## config.mk

```make
export PLATFORM = sky130hd
export DESIGN_NAME = pkh_hash
export DESIGN_NICKNAME = d
export VERILOG_FILES = /design/src/pkh_pkg.sv /design/src/pkh_hash.sv
export SDC_FILE = /design/constraint.sdc
export NUM_CORES = 2
export LEC_CHECK = 0
export BUFFER_PORTS_ARGS = -buffer_cell sky130_fd_sc_hd__buf_2
export CORE_MARGIN = 5
export CORE_UTILIZATION = 48
export DETAILED_ROUTE_END_ITERATION = 12
export GPL_TIMING_DRIVEN = 0
export PLACE_DENSITY = 0.66
export SYNTH_ARGS = -nofsm -noshare
export SYNTH_HDL_FRONTEND = slang
export SYNTH_SLANG_ARGS = --single-unit
```

## constraint.sdc

```tcl
create_clock -name clk -period 10.4 [get_ports clk]
set_input_delay 1.56 -clock clk [delete_from_list [all_inputs] [get_ports clk]]
set_output_delay 1.56 -clock clk [all_outputs]
set_load 0.005 [all_outputs]
```

## src/pkh_pkg.sv

```systemverilog
// ----------------------------------------------------------------------------
// pkh_pkg
// Shared types, constants and the softplus table for the pair-key hash map.
// ----------------------------------------------------------------------------
package pkh_pkg;

	localparam int TABLE_SLOTS = 1024;
	localparam int SLOT_W      = $clog2(TABLE_SLOTS);
	localparam int CNT_W       = SLOT_W + 1;
	localparam int SLOT_MEM_W  = SLOT_W + 1;
	localparam int KEY_W       = 64;
	localparam int VAL_W       = 32;
	localparam int ENT_MEM_W   = KEY_W + VAL_W;
	localparam int IDX_W       = 10;
	localparam int MAXFILL_W   = 11;
	localparam logic [MAXFILL_W-1:0] MAXFILL_RST = 11'd512;

	localparam int SP_ENTRIES = 256;
	localparam int SP_W       = $clog2(SP_ENTRIES);
	localparam int SP_SHIFT   = 12;
	localparam int SP_VAL_W   = 16;

	localparam logic [VAL_W-1:0] VAL_MISS = 32'hFFFF_0000;
	localparam logic [VAL_W-1:0] VAL_MAX  = 32'h7FFF_FFFF;

	localparam logic [63:0] PR1   = 64'h9E37_79B1_85EB_CA87;
	localparam logic [63:0] PR2   = 64'hC2B2_AE3D_27D4_EB4F;
	localparam logic [63:0] PR3   = 64'h1656_67B1_9E37_79F9;
	localparam logic [63:0] PR4   = 64'h85EB_CA77_C2B2_AE63;
	localparam logic [63:0] PR5   = 64'h27D4_EB2F_1656_67C5;
	localparam logic [63:0] HSEED = 64'd1337;
	localparam logic [63:0] H_INIT = HSEED + PR5 + 64'd8;

	localparam logic [63:0] EXP_STEP_Q30 = 64'd1008687096;
	localparam logic [63:0] ONE_Q30      = 64'd1 << 30;

	typedef enum logic [1:0] {
		ACT_LOOKUP = 2'd0,
		ACT_INSERT = 2'd1,
		ACT_ACCUM  = 2'd2,
		ACT_CLEAR  = 2'd3
	} action_t;

	typedef enum logic [3:0] {
		ST_CLEAR,
		ST_IDLE,
		ST_HASH,
		ST_SLOT_RD,
		ST_SLOT_CHK,
		ST_KEY_CMP,
		ST_LOGADD,
		ST_RESP
	} st_t;

	typedef struct packed {
		logic              done;
		logic [SLOT_W-1:0] slot;
	} hash_res_t;

	typedef logic [SP_VAL_W-1:0] sp_tab_t [SP_ENTRIES];

	// restoring division, used only while building the table
	function automatic logic [63:0] udiv64(input logic [63:0] n, input logic [63:0] d);
		logic [64:0] rem;
		logic [63:0] q;
		rem = '0;
		q   = '0;
		for (int i = 63; i >= 0; i--) begin
			rem = {rem[63:0], n[i]};
			if (rem >= {1'b0, d}) begin
				rem  = rem - {1'b0, d};
				q[i] = 1'b1;
			end
		end
		return q;
	endfunction

	function automatic logic [SP_VAL_W-1:0] ln1p_q16(input logic [63:0] t);
		logic [63:0] z;
		logic [63:0] z2;
		logic [63:0] term;
		logic [63:0] sum;
		logic [63:0] k;
		logic [63:0] rnd;
		z    = udiv64(t << 30, (64'd2 << 30) + t);
		z2   = (z * z) >> 30;
		term = z;
		sum  = '0;
		k    = 64'd1;
		for (int j = 0; j < 64; j++) begin
			if (term != 64'd0) begin
				sum  = sum + udiv64(term, k);
				term = (term * z2) >> 30;
				k    = k + 64'd2;
			end
		end
		rnd = (64'd2 * sum + (64'd1 << 13)) >> 14;
		return rnd[SP_VAL_W-1:0];
	endfunction

	function automatic sp_tab_t sp_build();
		sp_tab_t     tab;
		logic [63:0] e;
		e = ONE_Q30;
		for (int i = 0; i < SP_ENTRIES; i++) begin
			tab[i] = ln1p_q16(e);
			e      = (e * EXP_STEP_Q30 + (64'd1 << 29)) >> 30;
		end
		return tab;
	endfunction

	localparam sp_tab_t SP_TABLE = sp_build();

endpackage

```

## src/pkh_hash.sv

```systemverilog
// ----------------------------------------------------------------------------
// pkh_hash
// Home slot from an 8-byte XXH64 over the key pair, one 32x32 multiplier
// shared over five 64-bit products of three partial products each.
// ----------------------------------------------------------------------------
module pkh_hash import pkh_pkg::*; (
	input  logic              clk,
	input  logic              arst_n,
	input  logic              start,
	input  logic [KEY_W-1:0]  lane,
	output hash_res_t         res
);

	localparam logic [2:0] OP_LAST = 3'd4;
	localparam logic [1:0] PH_LAST = 2'd3;

	logic [63:0] x_q;
	logic [63:0] acc_q;
	logic [63:0] prod_q;
	logic [2:0]  op_q;
	logic [1:0]  ph_q;
	logic        busy_q;
	logic        done_q;
	logic [SLOT_W-1:0] slot_q;

	logic [63:0] b;
	logic [31:0] ma;
	logic [31:0] mb;
	logic [63:0] pp;
	logic [63:0] acc_sum;
	logic [63:0] t;
	logic [63:0] nx;

	always_comb begin
		case (op_q)
			3'd0:    b = PR2;
			3'd1:    b = PR1;
			3'd2:    b = PR1;
			3'd3:    b = PR2;
			default: b = PR3;
		endcase
		case (ph_q)
			2'd0:    begin ma = x_q[31:0];  mb = b[31:0];  end
			2'd1:    begin ma = x_q[63:32]; mb = b[31:0];  end
			default: begin ma = x_q[31:0];  mb = b[63:32]; end
		endcase
	end

	assign pp      = 64'(ma) * 64'(mb);
	assign acc_sum = acc_q + {prod_q[31:0], 32'b0};
	assign t       = acc_sum + PR4;

	// mixing step that follows each product but the last
	always_comb begin
		case (op_q)
			3'd0:    nx = {acc_sum[32:0], acc_sum[63:33]};
			3'd1:    nx = {(H_INIT[36:0] ^ acc_sum[36:0]), (H_INIT[63:37] ^ acc_sum[63:37])};
			3'd2:    nx = t ^ {33'b0, t[63:33]};
			3'd3:    nx = acc_sum ^ {29'b0, acc_sum[63:29]};
			default: nx = acc_sum;
		endcase
	end

	always_ff @(posedge clk or negedge arst_n) begin
		if (!arst_n) begin
			busy_q <= 1'b0;
			done_q <= 1'b0;
			op_q   <= '0;
			ph_q   <= '0;
		end else begin
			done_q <= 1'b0;
			if (start) begin
				busy_q <= 1'b1;
				op_q   <= '0;
				ph_q   <= '0;
			end else if (busy_q) begin
				ph_q <= ph_q + 2'd1;
				if (ph_q == PH_LAST) begin
					op_q <= op_q + 3'd1;
					if (op_q == OP_LAST) begin
						busy_q <= 1'b0;
						done_q <= 1'b1;
					end
				end
			end
		end
	end

	always_ff @(posedge clk) begin
		if (start) begin
			x_q <= lane;
		end else if (busy_q) begin
			if (ph_q != PH_LAST) begin
				prod_q <= pp;
			end
			case (ph_q)
				2'd1:    acc_q <= prod_q;
				2'd2:    acc_q <= acc_sum;
				default: ;
			endcase
			if (ph_q == PH_LAST) begin
				x_q <= nx;
				if (op_q == OP_LAST) begin
					slot_q <= acc_sum[SLOT_W-1:0] ^ acc_sum[32+SLOT_W-1:32];
				end
			end
		end
	end

	assign res.done = done_q;
	assign res.slot = slot_q;

endmodule

```

======== Word level (Yosys, flattened, before mapping) ========
Index checks and enable logic that the tools add are counted.
storage, ports and cells
  word-level logic and storage cells ...... 60
  bits in registers ....................... 209
  bits of input ports ..................... 67
  output and inout port bits .............. 11
cells by class
  reduce and logical (&&, ||, !) cells .... 12
  add/subtract/negate cells ............... 4
  bitwise operators ....................... 6
  multiply operators ...................... 1
  equal/unequal tests ..................... 8
  multiplexer cells ....................... 21
operator list
  kind                                            count
  one-hot mux 64 bit (2 select lines)             2
  one-hot mux 64 bit (4 select lines)             1
  two-way mux 64 bit                              3
  adder 64 bit                                    1
  adder 64 bit (second input constant)            1
  multiplier 32 x 32 -> 64 bit                    1
  two-way mux 32 bit                              2
  XOR 64 x 31 -> 64 bit                           1
  XOR 64 x 35 -> 64 bit                           1
  NOT 18 bit                                      1
  NOT 15 bit                                      1
  XOR 10 bit                                      1
  two-way mux 3 bit                               3
  two-way mux 1 bit                               8
  == test 3 x 2 -> 1 bit (second input constant)  2
  AND reduction 3 bit                             2
  nonzero test 2 bit                              3
  OR reduction 2 bit                              3
  == test 2 bit (second input constant)           2
  two-way mux 2 bit                               2
  AND reduction 4 bit                             1
  adder 3 x 1 -> 3 bit (second input constant)    1
  == test 3 x 1 -> 1 bit (second input constant)  1
  == test 3 bit (second input constant)           1
  other kinds (7)                                 7

======== Depth between registers and ports, before layout ========
  word-level depth ........................ 7
  gate-level depth with buffers ........... 40
  gate-level depth less buffers ........... 35

======== Least setup slack after synthesis ========
No wires, ideal clock.
  path type ............................... reg2reg
  start point ............................. register op_q[2]
  end point ............................... register prod_q[42], data pin
  slack ................................... 511 ps
  arrival time ............................ 9615 ps
  period minus slack after synthesis ...... 9889 ps
  path buffers ............................ 6
  cell stages (with the launch flop) ...... 37
  data required time ...................... 10126 ps
  setup time .............................. 274 ps
  cell sequence ........................... dfrtp_1 > inv_1 > ha_1 > clkbuf_1 > clkinv_1 > nand2_1 > nor2_1 > inv_1 > clkbuf_1 > clkbuf_1 > clkbuf_1 > ha_1 > clkbuf_1 > nand2b_1 > inv_1 > fa_1 > fa_1 > fa_1 > inv_1 > fa_1 > inv_1 > fa_1 > fa_1 > fa_1 > fa_1 > ha_1 > buf_1 > a21oi_1 > o21ai_0 > or3b_2 > o21ai_0 > o31ai_1 > a21boi_0 > nor2_1 > nor4b_1 > o41ai_1 > xor2_1
on the way
  cells in the longest elaborated chain, start to end .. 5
  elaborated cells on any way between the ends .. 9
  classes of those cells .................. mul: 1; eq/ne: 3; mux: 2; reduce/logical: 3
RTL lines
  what                                                  RTL line        RTL
  start: declaration                                    pkh_hash.sv:20  logic [2:0] op_q;
  start signal: assignment                              pkh_hash.sv:79  op_q <= op_q + 3'd1;
  == test 3 x 2 -> 1 bit, or another cell as far along  pkh_hash.sv:35  case (op_q)
  OR reduction 2 bit (no source line)                   -
  one-hot mux 64 bit (2 select lines) *                 pkh_hash.sv:35
  two-way mux 32 bit *                                  pkh_hash.sv:42  case (ph_q)
  multiplier 32 x 32 -> 64 bit *                        pkh_hash.sv:49  assign pp = 64'(ma) * 64'(mb);
  net pp[42]                                            pkh_hash.sv:29  logic [63:0] pp;
  end signal: assignment                                pkh_hash.sv:94  prod_q <= pp;
  end: declaration                                      pkh_hash.sv:19  logic [63:0] prod_q;
The timed path passes the listed nets; every way through them passes the cells marked *.
A chain may end at the register's enable or synchronous reset.

======== Worst setup path after layout ========
  start point ............................. register op_q[0]
  end point ............................... register prod_q[60], data pin
The elaborated chain is that of the path after synthesis.

==> reports/metrics.cfg <==
[outcome]
status = completed

[clock_tree]
clk_path_buf_depth = 3
clkSlewWorstSetupHoldPaths_ns = 0.06
ctsHoldBuffers = 0
cts_tree = done
cts.sinks = 209
root_buffer = clkbuf_16
htreeDepth = 1
cts_made_buffers = 21
clk_latency_ns = 0.55

[timing]
relSlewSlack_pct = 4.79
worst_pin_slew_ns = 1.43
hold_viol_final = 0
fin_crit_sh_pct = 98.5
finalCriticalPeriod_ns = 10.25
maxSlewViolCount = 0
fmax_mhz = 97.6
hold_ws_ns = 0.544
skew_ns = 0.0365
setup_violations = 0
finalSetupTns_ns = 0

[yosys]
synth-async-reset-ratio_pct = 3.35
syn_inst = 4804
synthesis.area_um2 = 45200
yosysWarningCount = 0
yosysTopAreaCellShare_pct = 39.7
synth_area_leaders = fa_1, edfxtp_1, inv_1
synth_fp_nets = 6075
synth_ff_type = edfxtp_1
yosysSeqAreaShare_pct = 13.8
yosys.area.top_type = fa_1
syn_avg_cell_area_um2 = 9.41
synth-edff-count = 202
ys_types = 96
synth-seq-cells = 209

[worst_hold_path]
hold_start = prod_q[62]$_DFFE_PP_
hold_path.class = flip-flop to flip-flop

[floorplanning]
pin_count = 78
num_rows = 112
die_height_um = 317
dieWidth_um = 317
dieArea_um2 = 100000
core-area_um2 = 93500
initial_core_util_pct = 48.4

[route]
wl_per_cell_um = 31.5
viasPerCell = 6.03
first_iter_violations = 4925
num_vias = 37400
ant_nets = 0
drcViolationCount = 0
first_pass_iters = 6
routed_wirelength_um = 196000

[critical_path]
worst_path_largest_cell_delay_ns = 0.60
startpoint = op_q[0]$_DFFE_PN0P_
crit-reg2reg-launch = op_q[0]$_DFFE_PN0P_
cpMostUsedCell = fa_1
cp-end-kind = flip-flop
crit_fanout = 11
cp_data_arrival_time_ns = 10.58
cp-start-kind = flip-flop
crit_type = flip-flop to flip-flop
slowest_stage = fa_1
path_buf_inv = 10
cp_top_family = adder cells
required_ns = 10.73

[place]
hpwl_um = 168000
port_buffers = 76
placed_area_um2 = 47400
gp_congestion = 1.07

[grt]
grt_pass1_wl_um = 276000
grt_overflow = 0
grt_usage_pct = 39.1
grt_pass1_vias = 37700
antenna_found_initial = 15
grt_max_degree = 36

[flow_run]
maxCapViolations = 0

[finish]
layout-drive-gt1-share_pct = 8.98
fin_util_pct = 52.9
fin_area_um2 = 49500
nets = 6214
area_growth_syn_to_layout_pct = 9.42

==> sequential cells by signal, summed over array words and instances (netlist names) <==
| register | flops |
|---|---|
| busy_q | 1 |
| acc_q | 64 |
| x_q | 64 |
| ph_q | 2 |
| done_q | 1 |
| op_q | 3 |
| slot_q | 10 |
| prod_q | 64 |
==> metrics by stage <==
| stage | instances | setup WS, ns |
|---|---|---|
| 6_report | 6214 | 0.154 |
| 5_1_grt | 6214 | -0.0292 |
| 4_1_cts | 6196 | 0.0180 |
| 3_5_place_dp | 6147 | -5.02 |
| 3_3_place_gp | 6134 | -5.38 |
| 2_1_floorplan | 4804 | 0.511 |
==> Yosys cell counts, types with 10 or more instances <==
cell	number
inv_1	1025
fa_1	897
nor2_1	434
nand2_1	419
ha_1	307
edfxtp_1	202
clkbuf_1	189
a21oi_1	171
xnor2_1	130
o21ai_0	129
xor2_1	61
nand2b_1	60
a21o_1	59
nand3_1	53
and2_1	47
nor2b_1	47
nor3_1	40
mux2_2	37
mux2i_1	35
a221oi_1	34
o211ai_1	25
o21a_1	25
and3_1	23
or3_1	22
a211oi_1	21
a31oi_1	21
nand4_1	20
buf_1	18
o221ai_1	14
o21ai_1	11
a221o_1	10
clkinv_1	10
==> final cells by class <==
cell class	instances	area, um^2
diodes	2	5.00
plain buffers	210	1130
clock buffers	23	533
clock inverters	15	208
fillers	8815	44000
inverters	1038	3910
multi-input cells	3340	35000
flip-flops and latches	209	6240
well taps	1254	1570
repair buffers	123	877
==> layout by cell type, fill, tap and decap left out, types with 21 or more instances in the layout <==
master	count
a21o_1	59
a21oi_1	165
a221oi_1	34
and2_1	40
buf_2	86
buf_4	34
clkbuf_1	120
clkbuf_16	24
clkbuf_2	32
edfxtp_1	202
fa_1	891
ha_1	295
inv_1	1023
mux2_2	37
nand2_1	402
nand2b_1	57
nand3_1	53
nor2_1	416
nor2b_1	46
nor3_1	38
o211ai_1	25
o21a_1	24
o21ai_0	127
or3_1	21
xnor2_1	128
xor2_1	60
==> routing by layer <==
metal | share of wire (%) | vias to the layer above | global-route usage, %
li1 | - | 15400 | -
met1 | 40 | 19200 | 55.5
met2 | 41 | 2372 | 55.6
met3 | 12 | 483 | 10.2
met4 | 6.7 | 8 | 19.8
met5 | 0.085 | - | 0.870
==> cell families after synthesis <==
group / synth area share [%]
AO/OA/AOI/OAI: 9.94
multiplexers: 1.70
adder cells (fa/ha/maj): 48.2
XOR/XNOR: 4.00
AND/OR/NAND/NOR: 11.9
buffers and inverters: 10.5
flip-flops: 13.8
==> worst reg2reg max path: cells and delay by family (launching register included) <==
| kind | cells | cell delay, ns |
|---|---|---|
| buffers and inverters | 10 | 1.46 |
| AO/OA/AOI/OAI | 7 | 1.36 |
| AND/OR/NAND/NOR | 7 | 1.40 |
| adder cells (fa/ha/maj) | 12 | 5.38 |
| flip-flops | 1 | 0.41 |
==> path summary, 6_finish.rpt <==
kind / slack (ns) / cells after the start / to
max: 0.15 / 36 / prod_q[60]$_DFFE_PP_
min: 0.54 / 1 / acc_q[62]$_DFFE_PP_
max reg2reg: 0.15 / 36 / prod_q[60]$_DFFE_PP_
min reg2reg: 0.54 / 1 / acc_q[62]$_DFFE_PP_
max in group asynchronous: 9.40 / 1 / busy_q$_DFF_PN0_
min in group asynchronous: 0.84 / 1 / op_q[2]$_DFFE_PN0P_
==> repair_timing <==
action / CTS / global route
hold endpoints to repair: 0 / 0
pin swaps: 8 / 19
gates resized for setup: 236 / 83
buffers inserted: 18 / 16
setup endpoints to repair: 57 / 18
Power is left out: the tool's default activity adds up to more than one toggle a clock period on the data nets, which glitch-free logic cannot reach.
